File: config.mk
export PLATFORM = sky130hd
export DESIGN_NAME = handshake_serial_byte_receiver
export DESIGN_NICKNAME = d
export VERILOG_FILES = /design/src/hw/rtl/hsbr_pkg.sv /design/src/hw/rtl/hsbr_core.sv /design/src/hw/rtl/handshake_serial_byte_receiver.sv
export SDC_FILE = /design/constraint.sdc
export NUM_CORES = 1
export LEC_CHECK = 0
export ABC_AREA = 1
export BUFFER_PORTS_ARGS = -buffer_cell sky130_fd_sc_hd__buf_2
export CAP_MARGIN = 20
export CORE_MARGIN = 5
export CORE_UTILIZATION = 55
export CTS_BUF_LIST = sky130_fd_sc_hd__clkbuf_4
export CTS_CLUSTER_SIZE = 12
export DETAILED_ROUTE_END_ITERATION = 8
export GPL_TIMING_DRIVEN = 0
export PLACE_DENSITY = 0.82
export SETUP_SLACK_MARGIN = 0.3
export SLEW_MARGIN = 5
export SYNTH_ARGS = -nofsm -noshare
export SYNTH_HDL_FRONTEND = slang
export SYNTH_SLANG_ARGS = --single-unit
File: constraint.sdc
create_clock -name clk -period 1.9 [get_ports clk]
set_input_delay 0.095 -clock clk [delete_from_list [all_inputs] [get_ports clk]]
set_output_delay 0.095 -clock clk [all_outputs]
set_load 0.05 [all_outputs]
File: src/hw/rtl/hsbr_pkg.sv
// Shared types and constants for the handshaked serial byte receiver.
package hsbr_pkg;

  typedef enum logic [3:0] {
    PH_IDLE       = 4'd0,
    PH_WAIT_REQ   = 4'd1,
    PH_HS_LOW     = 4'd2,
    PH_WAIT_FIRST = 4'd3,
    PH_BIT_START  = 4'd4,
    PH_BIT_END    = 4'd5,
    PH_PAR_START  = 4'd6,
    PH_PAR_END    = 4'd7,
    PH_ACK        = 4'd8
  } hsbr_phase_t;

  typedef enum logic [2:0] {
    ST_OK           = 3'd0,
    ST_PARITY_ERR   = 3'd1,
    ST_NO_REQUEST   = 3'd2,
    ST_NO_FIRST_BIT = 3'd3,
    ST_NO_BIT_START = 3'd4,
    ST_NO_BIT_END   = 3'd5,
    ST_NO_PARITY    = 3'd6,
    ST_NO_END       = 3'd7
  } hsbr_status_t;

  localparam logic CFG_TIMEOUT_RELOAD = 1'b0;
  localparam logic CFG_ACK_LOW_TICKS  = 1'b1;

  typedef struct packed {
    logic start_req;
    logic clock_level;
    logic data_level;
  } hsbr_tick_t;

  typedef struct packed {
    logic         data_drive_low;
    logic         clock_drive_enable;
    logic         clock_drive_value;
    logic         done_res;
    logic [7:0]   received_byte;
    hsbr_status_t status;
    logic [7:0]   parity_error_count;
    logic         busy_res;
  } hsbr_result_t;

endpackage

File: src/hw/rtl/hsbr_core.sv
// Receiver state machine: one tick in, one result out, state advanced per step.
module hsbr_core #(
  parameter int DATA_BITS = 8
) (
  input  logic                  clk,
  input  logic                  rst_n,
  input  logic                  step,
  input  hsbr_pkg::hsbr_tick_t  tick,
  input  logic [7:0]            timeout_reload,
  input  logic [7:0]            ack_low_ticks,
  output hsbr_pkg::hsbr_result_t res
);

  localparam logic [2:0] LastBit = 3'(DATA_BITS - 1);

  hsbr_pkg::hsbr_phase_t phase_r, phase_nxt;
  logic [7:0] wait_counter_r, wait_counter_nxt;
  logic [2:0] bit_index_r, bit_index_nxt;
  logic [7:0] shift_byte_r, shift_byte_nxt;
  logic       running_parity_r, running_parity_nxt;
  logic       parity_mismatch_r, parity_mismatch_nxt;
  logic [7:0] error_tally_r, error_tally_nxt;

  logic [7:0] ack_len;
  logic       want_high;
  logic       met;
  logic       expired;
  logic       ack_last;

  assign ack_len  = (ack_low_ticks == 8'd0) ? 8'd1 : ack_low_ticks;
  assign met      = (tick.clock_level == want_high);
  assign expired  = (wait_counter_r == 8'd0);
  assign ack_last = (wait_counter_r <= 8'd1);

  always_comb begin
    unique case (phase_r)
      hsbr_pkg::PH_WAIT_FIRST,
      hsbr_pkg::PH_BIT_END,
      hsbr_pkg::PH_PAR_END: want_high = 1'b1;
      default:              want_high = 1'b0;
    endcase
  end

  // Next state
  always_comb begin
    phase_nxt           = phase_r;
    wait_counter_nxt    = wait_counter_r;
    bit_index_nxt       = bit_index_r;
    shift_byte_nxt      = shift_byte_r;
    running_parity_nxt  = running_parity_r;
    parity_mismatch_nxt = parity_mismatch_r;
    error_tally_nxt     = error_tally_r;
    unique case (phase_r)
      hsbr_pkg::PH_IDLE: begin
        if (tick.start_req) begin
          phase_nxt           = hsbr_pkg::PH_WAIT_REQ;
          wait_counter_nxt    = timeout_reload;
          bit_index_nxt       = 3'd0;
          shift_byte_nxt      = 8'd0;
          running_parity_nxt  = 1'b0;
          parity_mismatch_nxt = 1'b0;
        end
      end
      hsbr_pkg::PH_HS_LOW,
      hsbr_pkg::PH_ACK: begin
        if (ack_last) begin
          phase_nxt        = (phase_r == hsbr_pkg::PH_ACK) ? hsbr_pkg::PH_IDLE
                                                           : hsbr_pkg::PH_WAIT_FIRST;
          wait_counter_nxt = timeout_reload;
        end else begin
          wait_counter_nxt = wait_counter_r - 8'd1;
        end
      end
      hsbr_pkg::PH_WAIT_REQ,
      hsbr_pkg::PH_WAIT_FIRST,
      hsbr_pkg::PH_BIT_START,
      hsbr_pkg::PH_BIT_END,
      hsbr_pkg::PH_PAR_START,
      hsbr_pkg::PH_PAR_END: begin
        if (met) begin
          wait_counter_nxt = timeout_reload;
          unique case (phase_r)
            hsbr_pkg::PH_WAIT_REQ: begin
              phase_nxt        = hsbr_pkg::PH_HS_LOW;
              wait_counter_nxt = ack_len;
            end
            hsbr_pkg::PH_WAIT_FIRST: begin
              phase_nxt     = hsbr_pkg::PH_BIT_START;
              bit_index_nxt = 3'd0;
            end
            hsbr_pkg::PH_BIT_START: begin
              shift_byte_nxt[bit_index_r] = shift_byte_r[bit_index_r] | tick.data_level;
              running_parity_nxt          = running_parity_r ^ tick.data_level;
              phase_nxt                   = hsbr_pkg::PH_BIT_END;
            end
            hsbr_pkg::PH_BIT_END: begin
              if (bit_index_r >= LastBit) begin
                phase_nxt = hsbr_pkg::PH_PAR_START;
              end else begin
                bit_index_nxt = bit_index_r + 3'd1;
                phase_nxt     = hsbr_pkg::PH_BIT_START;
              end
            end
            hsbr_pkg::PH_PAR_START: begin
              parity_mismatch_nxt = (tick.data_level != running_parity_r);
              phase_nxt           = hsbr_pkg::PH_PAR_END;
            end
            default: begin
              if (parity_mismatch_r) error_tally_nxt = error_tally_r + 8'd1;
              phase_nxt        = hsbr_pkg::PH_ACK;
              wait_counter_nxt = ack_len;
            end
          endcase
        end else if (expired) begin
          phase_nxt = hsbr_pkg::PH_IDLE;
        end else begin
          wait_counter_nxt = wait_counter_r - 8'd1;
        end
      end
      default: phase_nxt = hsbr_pkg::PH_IDLE;
    endcase
  end

  // Outputs
  always_comb begin
    res                    = '0;
    res.status             = hsbr_pkg::ST_OK;
    res.parity_error_count = error_tally_nxt;
    res.busy_res           = (phase_nxt != hsbr_pkg::PH_IDLE);
    unique case (phase_r)
      hsbr_pkg::PH_HS_LOW: res.data_drive_low = 1'b1;
      hsbr_pkg::PH_ACK: begin
        res.data_drive_low     = 1'b1;
        res.clock_drive_enable = 1'b1;
        res.clock_drive_value  = !parity_mismatch_r;
        if (ack_last) begin
          res.done_res      = 1'b1;
          res.received_byte = shift_byte_r;
          res.status        = parity_mismatch_r ? hsbr_pkg::ST_PARITY_ERR : hsbr_pkg::ST_OK;
        end
      end
      hsbr_pkg::PH_WAIT_REQ,
      hsbr_pkg::PH_WAIT_FIRST,
      hsbr_pkg::PH_BIT_START,
      hsbr_pkg::PH_BIT_END,
      hsbr_pkg::PH_PAR_START,
      hsbr_pkg::PH_PAR_END: begin
        if (!met && expired) begin
          res.done_res = 1'b1;
          unique case (phase_r)
            hsbr_pkg::PH_WAIT_REQ:   res.status = hsbr_pkg::ST_NO_REQUEST;
            hsbr_pkg::PH_WAIT_FIRST: res.status = hsbr_pkg::ST_NO_FIRST_BIT;
            hsbr_pkg::PH_BIT_START:  res.status = hsbr_pkg::ST_NO_BIT_START;
            hsbr_pkg::PH_BIT_END:    res.status = hsbr_pkg::ST_NO_BIT_END;
            hsbr_pkg::PH_PAR_START:  res.status = hsbr_pkg::ST_NO_PARITY;
            default:                 res.status = hsbr_pkg::ST_NO_END;
          endcase
        end
      end
      default: ;
    endcase
  end

  always_ff @(posedge clk) begin
    if (!rst_n) begin
      phase_r           <= hsbr_pkg::PH_IDLE;
      wait_counter_r    <= 8'd0;
      bit_index_r       <= 3'd0;
      shift_byte_r      <= 8'd0;
      running_parity_r  <= 1'b0;
      parity_mismatch_r <= 1'b0;
      error_tally_r     <= 8'd0;
    end else if (step) begin
      phase_r           <= phase_nxt;
      wait_counter_r    <= wait_counter_nxt;
      bit_index_r       <= bit_index_nxt;
      shift_byte_r      <= shift_byte_nxt;
      running_parity_r  <= running_parity_nxt;
      parity_mismatch_r <= parity_mismatch_nxt;
      error_tally_r     <= error_tally_nxt;
    end
  end

  a_hold_without_step: assert property (@(posedge clk) disable iff (!rst_n)
    !step |=> $stable(phase_r) && $stable(wait_counter_r) && $stable(error_tally_r))
    else $error("receiver state moved without a step");

  a_tally_steps_by_one: assert property (@(posedge clk) disable iff (!rst_n)
    step |=> (error_tally_r == $past(error_tally_r)) ||
             (error_tally_r == $past(error_tally_r) + 8'd1))
    else $error("parity error tally jumped");

  a_done_ends_attempt: assert property (@(posedge clk) disable iff (!rst_n)
    step && res.done_res |=> phase_r == hsbr_pkg::PH_IDLE)
    else $error("attempt reported done but did not return to idle");

  a_ack_drives_clock: assert property (@(posedge clk) disable iff (!rst_n)
    res.clock_drive_enable |-> res.data_drive_low && phase_r == hsbr_pkg::PH_ACK)
    else $error("clock driven outside acknowledge");

endmodule

File: src/hw/rtl/handshake_serial_byte_receiver.sv
// Top level of the handshaked serial byte receiver: beat registers and config.
// Each input beat is one sample tick of the clock and data lines plus a start
// pulse; each tick yields exactly one result beat carrying the line drives,
// the done flag, status, byte and parity error count. The block takes one
// tick per cycle: a tick passes from the input register through the receiver
// state machine into the result register, so the rate is one beat per cycle,
// limited only by out_ready. Configuration (timeout_reload at index 0,
// ack_low_ticks at index 1) is to be written through the cfg port while the
// block is idle; the block itself does not enforce this.
module handshake_serial_byte_receiver #(
  parameter int DATA_BITS = 8
) (
  input  logic       clk,
  input  logic       rst_n,
  input  logic       cfg_we,
  input  logic       cfg_index,
  input  logic [7:0] cfg_wdata,
  input  logic       in_valid,
  output logic       in_ready,
  input  logic       in_start_req,
  input  logic       in_clock_level,
  input  logic       in_data_level,
  output logic       out_valid,
  input  logic       out_ready,
  output logic       out_data_drive_low,
  output logic       out_clock_drive_enable,
  output logic       out_clock_drive_value,
  output logic       out_done_res,
  output logic [7:0] out_received_byte,
  output logic [2:0] out_status,
  output logic [7:0] out_parity_error_count,
  output logic       out_busy_res
);

  logic [7:0] timeout_reload_r;
  logic [7:0] ack_low_ticks_r;

  logic                   in_valid_r;
  hsbr_pkg::hsbr_tick_t   in_tick_r;
  logic                   out_valid_r;
  hsbr_pkg::hsbr_result_t out_res_r;
  hsbr_pkg::hsbr_result_t core_res;

  logic out_free;
  logic advance;

  assign out_free = !out_valid_r || out_ready;
  assign advance  = in_valid_r && out_free;
  assign in_ready = !in_valid_r || out_free;

  always_ff @(posedge clk) begin
    if (!rst_n) begin
      timeout_reload_r <= 8'd255;
      ack_low_ticks_r  <= 8'd10;
    end else if (cfg_we) begin
      unique case (cfg_index)
        hsbr_pkg::CFG_TIMEOUT_RELOAD: timeout_reload_r <= cfg_wdata;
        hsbr_pkg::CFG_ACK_LOW_TICKS:  ack_low_ticks_r  <= cfg_wdata;
        default: ;
      endcase
    end
  end

  // Input stage: hold the tick until the state machine can take it
  always_ff @(posedge clk) begin
    if (!rst_n) begin
      in_valid_r <= 1'b0;
    end else if (in_ready) begin
      in_valid_r <= in_valid;
    end
  end

  always_ff @(posedge clk) begin
    if (in_ready && in_valid) begin
      in_tick_r.start_req   <= in_start_req;
      in_tick_r.clock_level <= in_clock_level;
      in_tick_r.data_level  <= in_data_level;
    end
  end

  hsbr_core #(
    .DATA_BITS(DATA_BITS)
  ) u_core (
    .clk           (clk),
    .rst_n         (rst_n),
    .step          (advance),
    .tick          (in_tick_r),
    .timeout_reload(timeout_reload_r),
    .ack_low_ticks (ack_low_ticks_r),
    .res           (core_res)
  );

  // Result stage
  always_ff @(posedge clk) begin
    if (!rst_n) begin
      out_valid_r <= 1'b0;
    end else if (out_free) begin
      out_valid_r <= in_valid_r;
    end
  end

  always_ff @(posedge clk) begin
    if (advance) begin
      out_res_r <= core_res;
    end
  end

  assign out_valid              = out_valid_r;
  assign out_data_drive_low     = out_res_r.data_drive_low;
  assign out_clock_drive_enable = out_res_r.clock_drive_enable;
  assign out_clock_drive_value  = out_res_r.clock_drive_value;
  assign out_done_res           = out_res_r.done_res;
  assign out_received_byte      = out_res_r.received_byte;
  assign out_status             = out_res_r.status;
  assign out_parity_error_count = out_res_r.parity_error_count;
  assign out_busy_res           = out_res_r.busy_res;

endmodule

==> results.cfg, run 1 <==
[setup_path]
crit_top_cell = nand2_4
cp_slowest_cell = dfxtp_2
r2r_slack_ns = 0.08
crit_path_cell_trace = buf_6 -> nand2_2 -> inv_4 -> nand2_4 -> nand2_2 -> nand2_4 -> nand2_4 -> nand3_1 -> o211ai_1 -> nor3_1 -> nand3_1
end_kind = flip-flop
start_kind = flip-flop
worst-setup-path-type = reg -> reg
rr_worst_depth = 11
critPathRequiredTime_ns = 2.08
reg2reg_from = u_core.phase_r[0]$_SDFFE_PN0P_
crit_path_start = u_core.phase_r[0]$_SDFFE_PN0P_
crit_arrival_ns = 2.00
r2r_end = out_busy_res$_DFFE_PP_
critPathMaxStageDelay_ns = 0.34
crit_fanout = 7

[logic_synthesis]
yosys-top-cells-area = dfxtp_1 27%, edfxtp_1 21%, nand2_1 7.7%
syn_nets = 501
yosysMostFrequentCell = nand2_1
yosys_register_bits = 78
async_flop_share_pct = 0
yosys_warnings = 0
syn_avg_cell_area_sq_um = 8.00
synth_area_sq_mm = 0.00383
yosysUniqueCellTypes = 39
synth_top_cells_by_count = 79 x nand2_1, 58 x inv_1, 51 x dfxtp_1
yosys_most_used_dff = dfxtp_1
postSynthCellCount = 479
netlist.area_leader.share_pct = 26.7
ys_seq_area_share_pct = 47.8
synth_edf_count = 27
yosysTopAreaCell = dfxtp_1

[hold_path]
min_path_type = in -> reg
hp-start = cfg_index
worstHoldPathCells = 4
min_delay_worst_endpoint = timeout_reload_r[7]$_SDFFE_PN1P_

[global_routing]
overflow = 0
grt_antenna_before_repair = 0
grt_pass1_wl_microns = 15700
grt_max_degree = 34
grt_use_total_pct = 22.3
grt_pass1_vias = 3391

[floorplanning]
die_area_sq_mm = 0.00873
ios = 43
num_rows = 30
dieWidth_microns = 93.4
coreArea_sq_mm = 0.00679
fp.dieH_microns = 93.4
start_util_pct = 56.4

[final_layout]
fill_cells = 475
design_area_sq_mm = 0.00503
num_antenna_cells = 0
fin_cells = 680
seq_area_sq_mm = 0.00186
area_delta_synth_final_pct = 31.4
finalNetCount = 601
final_util_pct = 74.1
drive_gt1_share_pct = 31.2
multiInputGateArea_sq_mm = 0.00194

[cts]
cts.path.max_buffers = 2
cts_tree = yes
clock_latency_ns = 0.43
cts.sinks = 78
root_buffer = clkbuf_4
path_clk_slew_ns = 0.14
htreeDepth = 3
cts_inserted_buffers = 9

[sta]
worstMarginPinSlew_ns = 0.615
setup_violations = 0
fmax_mhz = 549
min_period_ns = 1.82
slew_violations = 0
hold_violations = 0
relSlewSlack_pct = 58.9
finalCritPeriodShare_pct = 95.8
rsz0062_at_grt = true
fin_skew_ns = 0.0198

[detailed_routing]
drc = 0
ant_nets = 0
dr.pass1.iters = 5
viasPerCell = 5.51
initialDrtViolationCount = 332
totalWireLength_microns = 10100
routedWlPerCell_microns = 14.8
via_count = 3747

[placement]
io_buffers = 41
placedCellCount = 616
dpl_cell_area_sq_mm = 0.00417
hpwl_microns = 6040
gp_congestion = 0.902

[pwr]
p_leak_uw = 0.00222
powerDensity_mw_per_mm2 = 841
ir_drop_mv = 0.700
p_total_uw = 4230

[status]
status = completed

[run]
maxCapViolCount = 0
cell usage in the layout, fill, tap and decap left out, types with 7 or more instances in the layout:
| cell | count |
|---|---|
| dlygate4sd3_1 | 13 |
| o21ai_1 | 11 |
| o21ai_0 | 23 |
| o21a_1 | 8 |
| nand3_2 | 8 |
| inv_4 | 8 |
| inv_1 | 52 |
| nor2_4 | 8 |
| nor3_1 | 7 |
| nand2_1 | 69 |
| clkbuf_4 | 10 |
| nor2_1 | 44 |
| buf_4 | 34 |
| dfxtp_1 | 42 |
| buf_2 | 43 |
| nand3_1 | 32 |
| edfxtp_1 | 27 |
| nand2_2 | 14 |
| a21oi_1 | 35 |
layer usage:
layer / routed length, microns / track usage (%)
met5: 0 / 0
met4: 303 / 9.40
met3: 749 / 3.78
met2: 4920 / 37.3
met1: 4090 / 28.3
cells by family (layout without fill, tap and decap cells):
kind of cell               after synthesis  count (layout)  share of synthesized area, %
xor gates and xnor gates                 8               8                          1.83
buffers and inverters                   76             181                          7.74
and+or+nand+nor                        214             214                          26.9
adders and majority gates                5               5                          1.63
DFF                                     78              78                          47.8
AOI/OAI and AO/OA                       98              98                          14.1
per-stage QoR:
step | TNS, ns | setup WS (ns) | hold WS, ns
6_report | 0 | 0.0796 | 0.0796
5_1_grt | 0 | 0.0225 | 0.114
4_1_cts | 0 | 0.239 | 0.0772
3_5_place_dp | -0.0948 | -0.0413 | 0.274
3_3_place_gp | -0.0712 | -0.0323 | 0.272
2_1_floorplan | 0 | 0.293 | 0.194
critical path, delay by kind of cell (launching register included):
| family | cells | cell delay, ns |
|---|---|---|
| DFF | 1 | 0.34 |
| buffers and inverters | 2 | 0.20 |
| AOI/OAI and AO/OA | 1 | 0.17 |
| and+or+nand+nor | 8 | 0.86 |
report_power, final:
part | internal (uW) | switching, uW
sequential | 1830 | 83.5
clock | 682 | 587
combinational | 384 | 661
total | 2900 | 1330
flip-flops by register name, summed over array words and instances, names as in the netlist, 3 cells and up:
signal,flops
ack_low_ticks_r,8
out_parity_error_count,8
out_received_byte,8
timeout_reload_r,8
u_core.error_tally_r,8
u_core.shift_byte_r,8
u_core.wait_counter_r,8
u_core.phase_r,4
in_tick_r,3
out_status,3
u_core.bit_index_r,3
cell type report:
type,count,area share [%]
Multi-Input combinational cell,325,38.6
Sequential cell,78,36.9
Timing Repair Buffer,89,12.0
Inverter,66,5.37
Tap cell,96,2.39
Clock inverter,6,2.19
Clock buffer,10,1.49
Buffer,10,1.02
how the worst max path moves through the flow:
stage / to / slack, ns / cells past startpoint
finish: out_busy_res$_DFFE_PP_ / 0.08 / 11
global route: u_core.wait_counter_r[0]$_SDFFE_PN0P_ / 0.02 / 13
CTS: out_busy_res$_DFFE_PP_ / 0.24 / 11
detailed placement: u_core.wait_counter_r[1]$_SDFFE_PN0P_ / -0.04 / 9
global placement: u_core.wait_counter_r[1]$_SDFFE_PN0P_ / -0.03 / 9
floorplan: out_status[0]$_SDFFCE_PN0P_ / 0.29 / 9
timing repair:
item | 4_1_cts | 5_1_grt
hold endpoints to repair | 21 | 0
setup buffers | 25 | 10
resized for setup | 47 | 43
pin swaps | 19 | 19
hold buffers | 13 | 0
endpoints found under the setup margin | 41 | 68
(Power assumes the default switching activity.)
==> inputs of run 2 (changes only) <==
Settings changed: PLACE_DENSITY 0.82 to 0.81, SYNTH_HIERARCHICAL set to 1.
==> run 2 against run 1 <==
Against the previous run:
- register-to-register slack got worse by 0.04 ns
- final cell count rose by 17%
- non-clock buffer count rose by 6
- worst setup slack got worse by 0.036 ns
- global-route usage rose by 1.1 points
- clock power fell by 20%
- sequential power barely moved
- clock skew rose by 0.010 ns
- sequential share of layout area fell by 3.5 points
- maximum frequency fell by 1.9%
- die area rose by 10%
- largest cell class unchanged
- largest power group unchanged
==> results.cfg, run 2 <==
[status]
status = completed

[logic_synthesis]
syn_nets = 607
synth_edf_count = 27
postSynthCellCount = 584
async_flop_share_pct = 0
synth_top_family_by_area = simple AND/OR/NAND/NOR gates
yosys_register_bits = 78
yosys_warnings = 6
yosysUniqueCellTypes = 37
syn_avg_cell_area_sq_um = 7.30
synthXorXnorAreaFrac_pct = 2.05
yosys_most_used_dff = dfxtp_1
yosysMostFrequentCell = nand2_1
yosys-top-cells-area = dfxtp_1 24%, edfxtp_1 19%, nand2_1 12%
yosysTopAreaCell = dfxtp_1
synthSimpleGateAreaFrac_pct = 32.7
synth_compound_area_share_pct = 9.42
synth-adder-area-share_pct = 1.76
netlist.area_leader.share_pct = 23.9
synth.area.mux_share_pct = 0
synth_area_sq_mm = 0.00427
synth_top_cells_by_count = 137 x nand2_1, 91 x inv_1, 66 x nor2_1
ys_seq_area_share_pct = 42.9

[detailed_routing]
via_count = 4364
ant_nets = 0
dr.pass1.iters = 7
viasPerCell = 5.49
initialDrtViolationCount = 383
totalWireLength_microns = 12200
drc = 0
routedWlPerCell_microns = 15.3

[global_routing]
grt_most_used_layer = met2
met2_usage_pct = 41.8
use_met1_pct = 28.1
grt_pass1_vias = 3965
met3_usage_pct = 4.29
overflow = 0
grt_antenna_before_repair = 0
grt_max_degree = 14
grt_use_total_pct = 23.4
grt_pass1_wl_microns = 18300

[cts]
clock_latency_ns = 0.45
htreeDepth = 3
root_buffer = clkbuf_4
cts_tree = yes
cts_inserted_buffers = 9
path_clk_slew_ns = 0.13
cts.sinks = 78
cts.path.max_buffers = 2

[final_layout]
final_cell_mix = 128 x nand2_1, 84 x inv_1, 52 x nor2_1
area_delta_synth_final_pct = 30.7
finalNetCount = 711
drive_gt1_share_pct = 30.9
num_antenna_cells = 0
final_common_cell = nand2_1
final_util_pct = 72.9

[floorplanning]
dieWidth_microns = 98.1
start_util_pct = 55.8
ios = 43
num_rows = 32
die_area_sq_mm = 0.00962
fp.dieH_microns = 98.1
coreArea_sq_mm = 0.00765

[sta]
rsz0062_at_grt = true
fin_skew_ns = 0.0298
fmax_mhz = 539
min_period_ns = 1.86
hold_violations = 0
fin_hold_ws_ns = 0.0388
setup_ws_ns = 0.0441
setup_violations = 0
slew_violations = 0
finalSetupTns_ns = 0
worstMarginPinSlew_ns = 0.809
relSlewSlack_pct = 46.0
finalCritPeriodShare_pct = 97.7

[hold_path]
worstHoldPathCells = 5
min_delay_worst_endpoint = ack_low_ticks_r[5]$_SDFFE_PN0P_
min_path_type = in -> reg
hp-start = cfg_index

[placement]
pre_cts_ws_ns = -0.237
io_buffers = 41
hpwl_microns = 7130
gp_congestion = 0.939

[setup_path]
critPathMaxStageDelay_ns = 0.39
crit_path_cell_trace = ha_1 -> ha_1 -> o21ai_2 -> nand3_1 -> o21ai_2 -> nand2_1 -> nor2_1 -> nand3_1
cp_slowest_cell = dfxtp_4
crit_arrival_ns = 2.03
reg2reg_from = u_core/bit_index_r[0]$_SDFFE_PN0P_
end_kind = flip-flop
r2r_end = out_busy_res$_DFFE_PP_
critPathRequiredTime_ns = 2.07
worst-setup-path-type = reg -> reg
start_kind = flip-flop
rr_worst_depth = 8
r2r_slack_ns = 0.04
crit_fanout = 7

[pwr]
p_leak_uw = 0.00266
internal_power_uw = 2730
swShare_pct = 35.2
switchingPower_uw = 1480
ir_drop_mv = 0.415
p_total_uw = 4200
powerDensity_mw_per_mm2 = 754
comb_power_share_pct = 30.5
seq_power_share_pct = 45.4
power.share.clock_pct = 24.1

[run]
maxCapViolCount = 0
[run 2: metal layers]
metal | share of wire [%] | vias to the layer above
met5 | 0 | -
met4 | 3.6 | 0
met3 | 8.4 | 53
met2 | 51 | 249
met1 | 37 | 1984
li1 | - | 2078
[run 2: cell type report]
type / instances / area, sq um
Multi-Input combinational cell: 393 / 2250
Fill cell: 563 / 2070
Sequential cell: 78 / 1860
Timing Repair Buffer: 91 / 657
Inverter: 100 / 395
Buffer: 14 / 143
Tap cell: 102 / 128
Clock buffer: 11 / 82.6
Clock inverter: 5 / 52.6
Timing Repair inverter: 1 / 7.51
[run 2: how the worst max path moves through the flow]
stage	startpoint	to	slack (ns)
floorplan	out_valid$_SDFFE_PN0P_	u_core/wait_counter_r[6]$_SDFFE_PN0P_	0.04
global placement	in_valid_r$_SDFFE_PN0P_	u_core/wait_counter_r[1]$_SDFFE_PN0P_	-0.16
detailed placement	in_valid_r$_SDFFE_PN0P_	u_core/wait_counter_r[2]$_SDFFE_PN0P_	-0.24
CTS	u_core/phase_r[1]$_SDFFE_PN0P_	u_core/wait_counter_r[0]$_SDFFE_PN0P_	0.23
global route	u_core/phase_r[2]$_SDFFE_PN0P_	out_busy_res$_DFFE_PP_	0.001
finish	u_core/bit_index_r[0]$_SDFFE_PN0P_	out_busy_res$_DFFE_PP_	0.04
[run 2: worst max-delay path, delay by kind of cell (launching register included)]
kind                     cells  cell delay (ns)
flip-flops                   1             0.39
adder cells (fa/ha/maj)      2             0.43
AND/OR/NAND/NOR              4             0.42
AO/OA/AOI/OAI                2             0.35
[run 2: kinds of logic after synthesis]
kind of cell | count (synthesis)
fa+ha+maj | 6
buf+inv | 114
flops | 78
simple gates | 305
xor+xnor | 10
compound gates | 71
[run 2: power by group through the flow]
stage	Sequential, uW	Clock (uW)	Combinational [uW]
2_1_floorplan	2000	0	641
3_3_place_gp	1930	0	906
3_5_place_dp	1930	0	929
4_1_cts	1900	1000	1090
5_1_grt	1920	1100	1380
6_report	1910	1010	1280
[run 2: per-stage QoR]
step | instances | area [sq um]
finish | 795 | 5570
detailed placement | 727 | 4680
CTS | 779 | 5240
global route | 795 | 5570
floorplan | 584 | 4340
global placement | 727 | 4680
[run 2: what timing repair did]
action,in CTS,in global routing
hold buffers,14,0
setup buffers,20,15
pin swaps,11,19
cloned,2,1
setup endpoints to repair,49,47
gates resized for setup,46,57
hold endpoints to repair,22,0
==> inputs of run 3 (changes only) <==
Settings changed: RECOVER_POWER set to 100.
==> run 3 against run 2 <==
Against the previous run:
- sequential power barely moved
- non-clock buffer count did not move
- total power fell by 0.43%
- clock-buffer cell count did not move
- critical path type unchanged
==> results.cfg, run 3 (synthesis gave the netlist of run 2 again) <==
[final_layout]
area_delta_synth_final_pct = 28.7
finalNetCount = 711
seq_area_sq_mm = 0.00186
final_common_cell = nand2_1
multiInputGateArea_sq_mm = 0.00222
design_area_sq_mm = 0.00549
final_cell_mix = 129 x nand2_1, 84 x inv_1, 53 x nor2_1
num_antenna_cells = 0
drive_gt1_share_pct = 25.5
final_util_pct = 71.8
fill_cells = 597
fin_cells = 795

[placement]
gp_congestion = 0.939
dpl_cell_area_sq_mm = 0.00468
io_buffers = 41
hpwl_microns = 7130
pre_cts_ws_ns = -0.237
placedCellCount = 727

[sta]
hold_violations = 0
setup_violations = 0
fmax_mhz = 546
setup_ws_ns = 0.0679
fin_skew_ns = 0.0298
rsz0062_at_grt = true
relSlewSlack_pct = 47.0
slew_violations = 0
min_period_ns = 1.83
finalCritPeriodShare_pct = 96.4
worstMarginPinSlew_ns = 0.795

[status]
status = completed

[hold_path]
min_path_type = in -> reg

[pwr]
power.share.clock_pct = 24.2
seq_power_share_pct = 45.6
p_total_uw = 4190
switchingPower_uw = 1470
p_leak_uw = 0.00255
swShare_pct = 35.2
powerDensity_mw_per_mm2 = 762
internal_power_uw = 2710
comb_power_share_pct = 30.2
ir_drop_mv = 0.411

[detailed_routing]
ant_nets = 0
initialDrtViolationCount = 423
via_count = 4383
totalWireLength_microns = 12200
drc = 0
dr.pass1.iters = 6
routedWlPerCell_microns = 15.3
viasPerCell = 5.51

[cts]
htreeDepth = 3
cts_tree = yes
root_buffer = clkbuf_4
cts.path.max_buffers = 2
path_clk_slew_ns = 0.13
clock_latency_ns = 0.44
cts.sinks = 78
cts_inserted_buffers = 9

[setup_path]
critPathRequiredTime_ns = 2.07
critPathMaxStageDelay_ns = 0.36
crit_buf_inv = 3
crit_fanout = 10
crit_top_cell = nand2_2
start_kind = flip-flop
cp_slowest_cell = o211ai_1
crit_arrival_ns = 2.00
critical_path.top_delay_family = simple AND/OR/NAND/NOR gates
end_kind = flip-flop
crit_path_cell_trace = buf_8 -> nand2_2 -> inv_2 -> nand2_2 -> nand2_1 -> clkbuf_4 -> o211ai_1 -> nand3_1
worst-setup-path-type = reg -> reg

[global_routing]
grt_antenna_before_repair = 0
grt_pass1_vias = 3965
grt_pass1_wl_microns = 18300
grt_max_degree = 14
grt_use_total_pct = 23.4
overflow = 0

[floorplanning]
coreArea_sq_mm = 0.00765
ios = 43
fp.dieH_microns = 98.1
num_rows = 32
start_util_pct = 55.8
dieWidth_microns = 98.1
die_area_sq_mm = 0.00962

[run]
maxCapViolCount = 0
## run 3: changes by cell type in the layout (fill, tap and decap cells not counted), moves of 2 or more
| cell | previous run | this run |
|---|---|---|
| buf_2 | 44 | 15 |
| buf_4 | 32 | 30 |
| buf_6 | 7 | 5 |
| clkbuf_1 | 1 | 33 |
| dfxtp_1 | 37 | 39 |
## run 3: cell type report
type                       instances  share of cell area, %
tap                              102                   2.32
inverter                         100                   7.20
sequential                        78                   33.8
clock buffer                      11                   1.50
timing repair inverter             1                  0.137
timing repair buffer              91                   11.3
multi-input combinational        393                   40.5
clock inverter                     5                  0.957
buffer                            14                   2.28
## run 3: metrics by stage
stage                     setup TNS, ns  hold slack, ns
after floorplan                       0           0.194
after global placement            -3.21           0.274
after global routing            -0.0101          0.0501
after CTS                             0          0.0192
after detailed placement          -5.21           0.274
final                                 0          0.0329
## run 3: repair_timing
item	CTS	global route
gates resized for setup	46	57
hold endpoints to repair	22	0
cloned	2	1
pin swaps	11	19
hold buffers	14	0
setup endpoints to repair	49	47
buffers inserted	20	15
## run 3: worst register-to-register path: cells and delay by family (launching register included)
family          cells  cell delay, ns
compound gates      1            0.36
buf+inv             3            0.40
simple gates        4            0.47
flops               1            0.34
## run 3: power groups by stage
stage | Combinational (uW) | Sequential [uW] | Clock, uW
3_3_place_gp | 906 | 1930 | 0
3_5_place_dp | 929 | 1930 | 0
5_1_grt | 1360 | 1920 | 1100
4_1_cts | 1090 | 1900 | 1000
2_1_floorplan | 641 | 2000 | 0
6_report | 1260 | 1910 | 1010
## run 3: routing by layer
metal  track usage [%]  wire length, microns
met4              8.09                   485
met1              28.1                  4570
met2              41.8                  6180
met5                 0                     0
met3              4.29                   959
## run 3: worst paths after layout
path | from | end | slack (ns) | depth (start not counted)
min reg2reg | ack_low_ticks_r[3]$_SDFFE_PN1P_ | ack_low_ticks_r[3]$_SDFFE_PN1P_ | 0.49 | 2
min | cfg_index | timeout_reload_r[6]$_SDFFE_PN1P_ | 0.03 | 4
max | u_core/phase_r[0]$_SDFFE_PN0P_ | out_busy_res$_DFFE_PP_ | 0.07 | 8
max reg2reg | u_core/phase_r[0]$_SDFFE_PN0P_ | out_busy_res$_DFFE_PP_ | 0.07 | 8
